### src/hdl/bdtc_pkg.sv
// shared types and constants for the button debouncer and tap counter
`default_nettype none
package bdtc_pkg;

  localparam logic [1:0] OP_TICK       = 2'd0;
  localparam logic [1:0] OP_FORCE_DOWN = 2'd1;
  localparam logic [1:0] OP_FORCE_UP   = 2'd2;
  localparam logic [1:0] OP_QUIET      = 2'd3;

  localparam logic [2:0] PH_WAIT_PRESS   = 3'd0;
  localparam logic [2:0] PH_PRESS_STABLE = 3'd1;
  localparam logic [2:0] PH_HELD         = 3'd2;
  localparam logic [2:0] PH_REL_STABLE   = 3'd3;
  localparam logic [2:0] PH_QUIET        = 3'd4;

  localparam logic [16:0] TIMER17_MAX = 17'h1FFFF;
  localparam logic [31:0] HOLD_MAX    = 32'hFFFFFFFF;

  localparam logic [15:0] DEBOUNCE_RST = 16'd50;
  localparam logic [15:0] GAP_RST      = 16'd300;

  localparam logic [0:0] REG_DEBOUNCE = 1'b0;
  localparam logic [0:0] REG_GAP      = 1'b1;

  typedef struct packed {
    logic        down;
    logic        up;
    logic [31:0] rel_hold;
    logic        active;
    logic [31:0] cur_hold;
  } bdtc_ev_t;

  function automatic logic [16:0] add17(input logic [16:0] a, input logic [15:0] b);
    logic [17:0] s;
    s = {1'b0, a} + {2'b00, b};
    add17 = s[17] ? TIMER17_MAX : s[16:0];
  endfunction

endpackage
`default_nettype wire

### src/hdl/bdtc_cfg.sv
// apb configuration registers
`default_nettype none
module bdtc_cfg
  import bdtc_pkg::*;
(
  input  wire logic        clk,
  input  wire logic        rst_n,
  input  wire logic        psel,
  input  wire logic        penable,
  input  wire logic        pwrite,
  input  wire logic [2:0]  paddr,
  input  wire logic [31:0] pwdata,
  output logic [31:0]      prdata,
  output logic             pready,
  output logic [15:0]      debounce_ms,
  output logic [15:0]      burst_gap_ms
);

  logic [15:0] debounce_r;
  logic [15:0] gap_r;
  logic        wr;

  assign pready = 1'b1;
  assign wr     = psel && penable && pwrite && pready;

  always_ff @(posedge clk) begin
    if (!rst_n) begin
      debounce_r <= DEBOUNCE_RST;
      gap_r      <= GAP_RST;
    end else if (wr) begin
      case (paddr[2])
        REG_DEBOUNCE: debounce_r <= pwdata[15:0];
        REG_GAP:      gap_r      <= pwdata[15:0];
        default:      ;
      endcase
    end
  end

  always_comb begin
    case (paddr[2])
      REG_DEBOUNCE: prdata = {16'd0, debounce_r};
      REG_GAP:      prdata = {16'd0, gap_r};
      default:      prdata = 32'd0;
    endcase
  end

  assign debounce_ms  = debounce_r;
  assign burst_gap_ms = gap_r;

endmodule
`default_nettype wire

### src/hdl/bdtc_debounce.sv
// five-phase debouncer with saturating hold time
`default_nettype none
module bdtc_debounce
  import bdtc_pkg::*;
(
  input  wire logic        clk,
  input  wire logic        rst_n,
  input  wire logic        en,
  input  wire logic [1:0]  op,
  input  wire logic        lvl,
  input  wire logic [15:0] dt,
  input  wire logic [15:0] debounce_ms,
  output bdtc_ev_t         ev
);

  logic [2:0]  phase_r, phase_nxt;
  logic [16:0] stable_r, stable_nxt;
  logic [31:0] hold_r, hold_nxt;
  logic [16:0] stable_add;
  logic [32:0] hold_add;
  logic        down, up;

  assign stable_add = add17(stable_r, dt);
  assign hold_add   = {1'b0, hold_r} + {17'd0, dt};

  always_comb begin
    phase_nxt  = phase_r;
    stable_nxt = stable_r;
    hold_nxt   = hold_r;
    down       = 1'b0;
    up         = 1'b0;
    case (op)
      OP_TICK: begin
        case (phase_r)
          PH_PRESS_STABLE: begin
            if (lvl) begin
              stable_nxt = stable_add;
              if (stable_add > {1'b0, debounce_ms}) begin
                phase_nxt = PH_HELD;
                hold_nxt  = {15'd0, stable_add};
                down      = 1'b1;
              end
            end else begin
              phase_nxt = PH_WAIT_PRESS;
            end
          end
          PH_HELD: begin
            if (lvl) begin
              hold_nxt = hold_add[32] ? HOLD_MAX : hold_add[31:0];
            end else begin
              phase_nxt  = PH_REL_STABLE;
              stable_nxt = 17'd0;
            end
          end
          PH_REL_STABLE, PH_QUIET: begin
            if (!lvl) begin
              stable_nxt = stable_add;
              if (stable_add > {1'b0, debounce_ms}) begin
                up        = (phase_r == PH_REL_STABLE);
                phase_nxt = PH_WAIT_PRESS;
              end
            end else begin
              stable_nxt = 17'd0;
            end
          end
          default: begin
            phase_nxt = PH_WAIT_PRESS;
            if (lvl) begin
              phase_nxt  = PH_PRESS_STABLE;
              stable_nxt = 17'd0;
            end
          end
        endcase
      end
      OP_FORCE_DOWN: begin
        phase_nxt = PH_HELD;
        hold_nxt  = 32'd0;
        down      = 1'b1;
      end
      OP_FORCE_UP: begin
        phase_nxt = PH_WAIT_PRESS;
        up        = 1'b1;
      end
      default: begin
        phase_nxt = PH_QUIET;
        hold_nxt  = 32'd0;
      end
    endcase
  end

  always_ff @(posedge clk) begin
    if (!rst_n) begin
      phase_r  <= PH_WAIT_PRESS;
      stable_r <= 17'd0;
      hold_r   <= 32'd0;
    end else if (en) begin
      phase_r  <= phase_nxt;
      stable_r <= stable_nxt;
      hold_r   <= hold_nxt;
    end
  end

  always_comb begin
    ev.down     = down;
    ev.up       = up;
    ev.rel_hold = up ? hold_nxt : 32'd0;
    ev.active   = (phase_nxt == PH_HELD);
    ev.cur_hold = (phase_nxt == PH_HELD) ? hold_nxt : 32'd0;
  end

endmodule
`default_nettype wire

### src/hdl/bdtc_tap.sv
// tap burst counter with gap window
`default_nettype none
module bdtc_tap
  import bdtc_pkg::*;
#(
  parameter int TW = 8
) (
  input  wire logic        clk,
  input  wire logic        rst_n,
  input  wire logic        en,
  input  wire logic        tick,
  input  wire logic        rel_nz,
  input  wire logic [15:0] dt,
  input  wire logic [15:0] burst_gap_ms,
  output logic [7:0]       tap_count
);

  localparam int EW = TW + 8;

  logic          counting_r, counting_nxt;
  logic [TW-1:0] taps_r, taps_nxt;
  logic [16:0]   gap_r, gap_nxt;
  logic [16:0]   gap_add;
  logic [EW-1:0] taps_ext;
  logic          burst_end;

  assign gap_add  = add17(gap_r, dt);
  assign taps_ext = EW'(taps_r);

  always_comb begin
    counting_nxt = counting_r;
    taps_nxt     = taps_r;
    gap_nxt      = gap_r;
    burst_end    = 1'b0;
    if (!counting_r) begin
      if (rel_nz) begin
        taps_nxt     = TW'(1);
        gap_nxt      = 17'd0;
        counting_nxt = 1'b1;
      end
    end else if (rel_nz) begin
      if (taps_r != {TW{1'b1}}) taps_nxt = taps_r + TW'(1);
      gap_nxt = 17'd0;
    end else if (tick) begin
      gap_nxt = gap_add;
      if (gap_add > {1'b0, burst_gap_ms}) begin
        burst_end    = 1'b1;
        taps_nxt     = '0;
        counting_nxt = 1'b0;
      end
    end
  end

  always_comb begin
    tap_count = 8'd0;
    if (burst_end) begin
      tap_count = (taps_ext > EW'(255)) ? 8'd255 : taps_ext[7:0];
    end
  end

  always_ff @(posedge clk) begin
    if (!rst_n) begin
      counting_r <= 1'b0;
      taps_r     <= '0;
      gap_r      <= 17'd0;
    end else if (en) begin
      counting_r <= counting_nxt;
      taps_r     <= taps_nxt;
      gap_r      <= gap_nxt;
    end
  end

endmodule
`default_nettype wire

### src/hdl/button_debounce_tap_counter.sv
// top level: input register, debouncer and tap counter, result register
// Every item (tick or command) yields exactly one result item. An accepted item
// sits in the input register until the result side can take it, passes through
// the debouncer and tap counter logic, and lands in the result register as it
// leaves the input register. A new item is taken every cycle as long as the
// result side keeps taking items; in_tready only drops when both the input and
// result registers are full and out_tready is low. The state of the debouncer
// and tap counter moves forward when the item leaves the input register.
// debounce_ms sits at byte address 0 and burst_gap_ms at byte address 4; both
// are 16 bits wide and should be written only while no item is in flight.
`default_nettype none
module button_debounce_tap_counter
  import bdtc_pkg::*;
#(
  parameter int TAP_COUNT_WIDTH = 8
) (
  input  wire logic        clk,
  input  wire logic        rst_n,
  input  wire logic        in_tvalid,
  output logic             in_tready,
  input  wire logic [23:0] in_tdata,   // pressed, elapsed_ms
  input  wire logic [1:0]  in_tuser,   // op
  output logic             out_tvalid,
  input  wire logic        out_tready,
  // down_event, up_event, released_hold_ms, active, current_hold_ms, tap_count
  output logic [79:0]      out_tdata,
  input  wire logic        cfg_psel,
  input  wire logic        cfg_penable,
  input  wire logic        cfg_pwrite,
  input  wire logic [2:0]  cfg_paddr,
  input  wire logic [31:0] cfg_pwdata,
  output logic [31:0]      cfg_prdata,
  output logic             cfg_pready
);

  logic        s1_valid_r;
  logic [1:0]  s1_op_r;
  logic        s1_lvl_r;
  logic [15:0] s1_dt_r;
  logic        s1_adv;
  logic        out_valid_r;
  logic [74:0] out_data_r;
  logic [15:0] debounce_ms;
  logic [15:0] burst_gap_ms;
  bdtc_ev_t    ev;
  logic [7:0]  tap_count;

  bdtc_cfg u_cfg (
    .clk          (clk),
    .rst_n        (rst_n),
    .psel         (cfg_psel),
    .penable      (cfg_penable),
    .pwrite       (cfg_pwrite),
    .paddr        (cfg_paddr),
    .pwdata       (cfg_pwdata),
    .prdata       (cfg_prdata),
    .pready       (cfg_pready),
    .debounce_ms  (debounce_ms),
    .burst_gap_ms (burst_gap_ms)
  );

  assign s1_adv    = s1_valid_r && (!out_valid_r || out_tready);
  assign in_tready = !s1_valid_r || s1_adv;

  always_ff @(posedge clk) begin
    if (!rst_n) begin
      s1_valid_r <= 1'b0;
    end else if (in_tready) begin
      s1_valid_r <= in_tvalid;
    end
  end

  always_ff @(posedge clk) begin
    if (in_tready && in_tvalid) begin
      s1_op_r  <= in_tuser;
      s1_lvl_r <= in_tdata[0];
      s1_dt_r  <= in_tdata[16:1];
    end
  end

  bdtc_debounce u_debounce (
    .clk         (clk),
    .rst_n       (rst_n),
    .en          (s1_adv),
    .op          (s1_op_r),
    .lvl         (s1_lvl_r),
    .dt          (s1_dt_r),
    .debounce_ms (debounce_ms),
    .ev          (ev)
  );

  bdtc_tap #(
    .TW (TAP_COUNT_WIDTH)
  ) u_tap (
    .clk          (clk),
    .rst_n        (rst_n),
    .en           (s1_adv),
    .tick         (s1_op_r == OP_TICK),
    .rel_nz       (ev.rel_hold != 32'd0),
    .dt           (s1_dt_r),
    .burst_gap_ms (burst_gap_ms),
    .tap_count    (tap_count)
  );

  always_ff @(posedge clk) begin
    if (!rst_n) begin
      out_valid_r <= 1'b0;
    end else if (s1_adv) begin
      out_valid_r <= 1'b1;
    end else if (out_tready) begin
      out_valid_r <= 1'b0;
    end
  end

  always_ff @(posedge clk) begin
    if (s1_adv) begin
      out_data_r <= {tap_count, ev.cur_hold, ev.active, ev.rel_hold, ev.up, ev.down};
    end
  end

  assign out_tvalid = out_valid_r;
  assign out_tdata  = {5'd0, out_data_r};

endmodule
`default_nettype wire
### config.mk
export PLATFORM = sky130hd
export DESIGN_NAME = button_debounce_tap_counter
export DESIGN_NICKNAME = d
export VERILOG_FILES = /design/src/hdl/bdtc_pkg.sv /design/src/hdl/bdtc_cfg.sv /design/src/hdl/bdtc_debounce.sv /design/src/hdl/bdtc_tap.sv /design/src/hdl/button_debounce_tap_counter.sv
export SDC_FILE = /design/constraint.sdc
export NUM_CORES = 1
export LEC_CHECK = 0
export BUFFER_PORTS_ARGS = -buffer_cell sky130_fd_sc_hd__buf_2
export CAP_MARGIN = 30
export CORE_MARGIN = 1
export CORE_UTILIZATION = 59
export CTS_BUF_LIST = sky130_fd_sc_hd__clkbuf_16
export DETAILED_ROUTE_END_ITERATION = 6
export PLACE_DENSITY = 0.82
export SLEW_MARGIN = 10
export SYNTH_ARGS = -nofsm -noshare
export SYNTH_HDL_FRONTEND = slang
export SYNTH_SLANG_ARGS = --single-unit
### constraint.sdc
create_clock -name clk -period 7.85 [get_ports clk]
set_input_delay 2.355 -clock clk [delete_from_list [all_inputs] [get_ports clk]]
set_output_delay 2.355 -clock clk [all_outputs]
set_load 0.01 [all_outputs]
==> flow_summary.toml <==
[critical_path]
start_kind = "flip-flop"
cp.required_ns = 8.17
critPathMaxFanout = 16
rr_startpoint = "s1_dt_r[10]$_DFFE_PP_"
max_stage_delay_ns = 0.81
end_kind = "flip-flop"
worstSetupPathType = "reg2reg"
cpMaxStageDelayCell = "o2bb2ai_2"
arrival_ns = 7.91
path_cells = "ha_1 > a211o_1 > a21oi_2 > a21oi_1 > o2bb2ai_2 > nand2_1 > ha_1 > a21oi_1 > o21ai_0 > a2111o_1 > a2111o_1 > a22oi_2 > a21boi_2 > a222oi_1 > and2_1 > nand4_1 > or4_4 > o21a_4 > buf_4 > nor4_1"
cp-startpoint = "s1_dt_r[10]$_DFFE_PP_"

[global_route]
gr-total-overflow = 0
antenna_found_initial = 1
grt_max_degree = 87
grtUsageTotal_pct = 34.6
grt_pass1_vias = 11400
grt_pass1_wl_um = 59900

[yosys]
netlist_area_mm2 = 0.0128
synth_top_family_by_area = "compound AO/OA/AOI/OAI gates"
synth_flop_cell = "dfxtp_1"
synth.top_cell.area_share_pct = 22.0
synth_compound_area_share_pct = 24.8
synthDistinctLibCells = 88
netlist_instances = 1490
postSynth.asyncResetShare_pct = 0
synthSimpleGateAreaFrac_pct = 18.8
syn_area_per_cell_um2 = 8.62
synth-xor-area-share_pct = 2.32
synth_warnings = 0
synth_top_area_cell = "edfxtp_1"
synth_edf_count = 94
synth_area_leaders = "edfxtp_1 22%, dfxtp_1 17%, ha_1 8.2%, a21oi_1 5.2%, nor2_1 5.1%"
ys_seq_area_share_pct = 39.4
synthMuxAreaShare_pct = 0.244
yosys_register_bits = 206
synth_fa_ha_area_share_pct = 8.65

[place]
dp_hpwl_um = 28200
port_buffers = 135
routabilityCongestion = 1.00
dp_slack_ns = 0.563

[timing]
finalHoldViolCount = 0
clock_skew_ns = 0.0136
drv_slew = 0
fin_crit_sh_pct = 96.7
fin_setup_tns_ns = 0
worst_slack_ns = 0.259
post-route-min-period_ns = 7.59
tightest_slew_ns = 1.02
fmax_mhz = 132
hold_slack_ns = 0.454
rsz0062_at_grt = "false"
max-slew-margin-rel_pct = 31.5
setup_viol = 0

[route]
drtIter0Drc = 1214
routed_via_density = 6.41
vias = 12300
drtPass1Iterations = 5
route.detailed.drc = 0
antenna_left = 0
wl_per_cell_um = 20.2
wirelength_um = 38600

[clocking]
cts_sinks = 206
cts-hold-fix-buffers = 0
cts_setup_buffers = 0
numCtsBuffers = 22
cts_tree = "done"
clkSlewWorstSetupHoldPaths_ns = 0.06
cts-root-buf = "clkbuf_16"
cts_buffer_depth = 3
post_cts_resized = 0
h-tree-depth = 1
clk_latency_ns = 0.53

[floorplanning]
die_width_um = 150
start_util_pct = 60.7
io_pins = 183
die_y_um = 150
core_area_mm2 = 0.0212
die_area_mm2 = 0.0224
rows = 53

[worst_hold_path]
hold_path_class = "reg2reg"
hp-start = "u_cfg.debounce_ms[13]$_SDFFE_PN0P_"

[cells_and_area]
fillCellCount = 1785
most-common-layout-cells = "174 x nor2_1, 169 x nand2_1, 135 x buf_2, 133 x a21oi_1, 112 x dfxtp_1"
regArea_mm2 = 0.00506
layout_commonest_cell = "nor2_1"
fin_nets = 1776
drive_gt1_share_pct = 14.8
n_antenna_cell = 0
area_delta_synth_final_pct = 13.3
multi_input_area_mm2 = 0.00714

[pwr]
irDropWorstVdd_uv = 166
power_leakage_nw = 5.87
p_per_area_mw_per_mm2 = 177

[flow_run]
cap_viol_max_count = 0

[run_status]
outcome = "finished clean"
[Yosys cell counts, drive strengths merged (15+ instances only)]
master / n
a32o: 16
nor2: 174
nor3: 27
a31oi: 17
nand2b: 20
nand2: 169
nand4: 23
xor2: 15
clkbuf: 57
nand3: 18
o211ai: 21
inv: 66
o21ai: 89
ha: 84
a21o: 26
a21oi: 135
edfxtp: 94
a211oi: 41
a22oi: 19
and2: 18
xnor2: 19
buf: 39
dfxtp: 112
[where the power goes]
| group | total [mW] | leakage, nW | switching (mW) | internal (mW) |
|---|---|---|---|---|
| Combinational | 0.387 | 3.73 | 0.249 | 0.138 |
| Sequential | 1.19 | 1.80 | 0.0346 | 1.16 |
| Clock | 0.990 | 0.343 | 0.444 | 0.546 |
[stage by stage]
stage	power, mW	utilization (%)	cell area, um^2	cells
floorplan	1.46	-	12900	1510
global placement	1.58	65.3	13800	1869
detailed placement	1.59	65.5	13900	1871
CTS	2.57	68.7	14500	1911
global route	2.65	68.8	14600	1912
finish	2.57	68.8	14600	1912
[state kept, by name, indices dropped and copies added, names as in the netlist]
name	count
u_debounce.phase_r	3
u_tap.taps_r	8
u_debounce.hold_r	32
u_cfg.debounce_ms	16
s1_op_r	2
u_tap.counting_r	1
s1_lvl_r	1
s1_dt_r	16
out_data_r	75
out_tvalid	1
s1_valid_r	1
u_tap.gap_r	17
u_cfg.burst_gap_ms	16
u_debounce.stable_r	17
[per-layer routing]
layer	vias up	wire, um	GRT usage [%]
met5	-	0	0
met4	0	2250	19.1
met3	138	3420	5.12
met2	630	17900	56.6
met1	5767	15000	43.9
li1	5725	-	-
[cell families after synthesis]
kind of cell,after synthesis
XOR/XNOR,34
AO/OA/AOI/OAI,472
adder cells (fa/ha/maj),87
AND/OR/NAND/NOR,524
buffers and inverters,162
flip-flops,206
other,2
multiplexers,3
[worst max-delay path, delay by kind of cell (launching register included)]
kind	cells	cell delay, ns
buf+inv	1	0.18
flops	1	0.55
simple gates	5	1.55
compound gates	12	4.23
fa+ha+maj	2	0.88
[area by class of cell]
class | count | share of cell area (%)
Inverter | 66 | 1.72
Clock buffer | 22 | 3.78
Sequential cell | 206 | 34.8
Tap cell | 275 | 2.36
Clock inverter | 18 | 0.842
Multi-Input combinational cell | 1142 | 49.0
Timing Repair Buffer | 183 | 7.48
[path summary, 6_finish.rpt]
check / end / slack (ns) / depth (start not counted)
min reg2reg: u_cfg.debounce_ms[13]$_SDFFE_PN0P_ / 0.45 / 2
max: out_data_r[69]$_SDFFCE_PN0P_ / 0.26 / 20
min: u_cfg.debounce_ms[13]$_SDFFE_PN0P_ / 0.45 / 2
max reg2reg: out_data_r[69]$_SDFFCE_PN0P_ / 0.26 / 20
(Power assumes the default switching activity.)
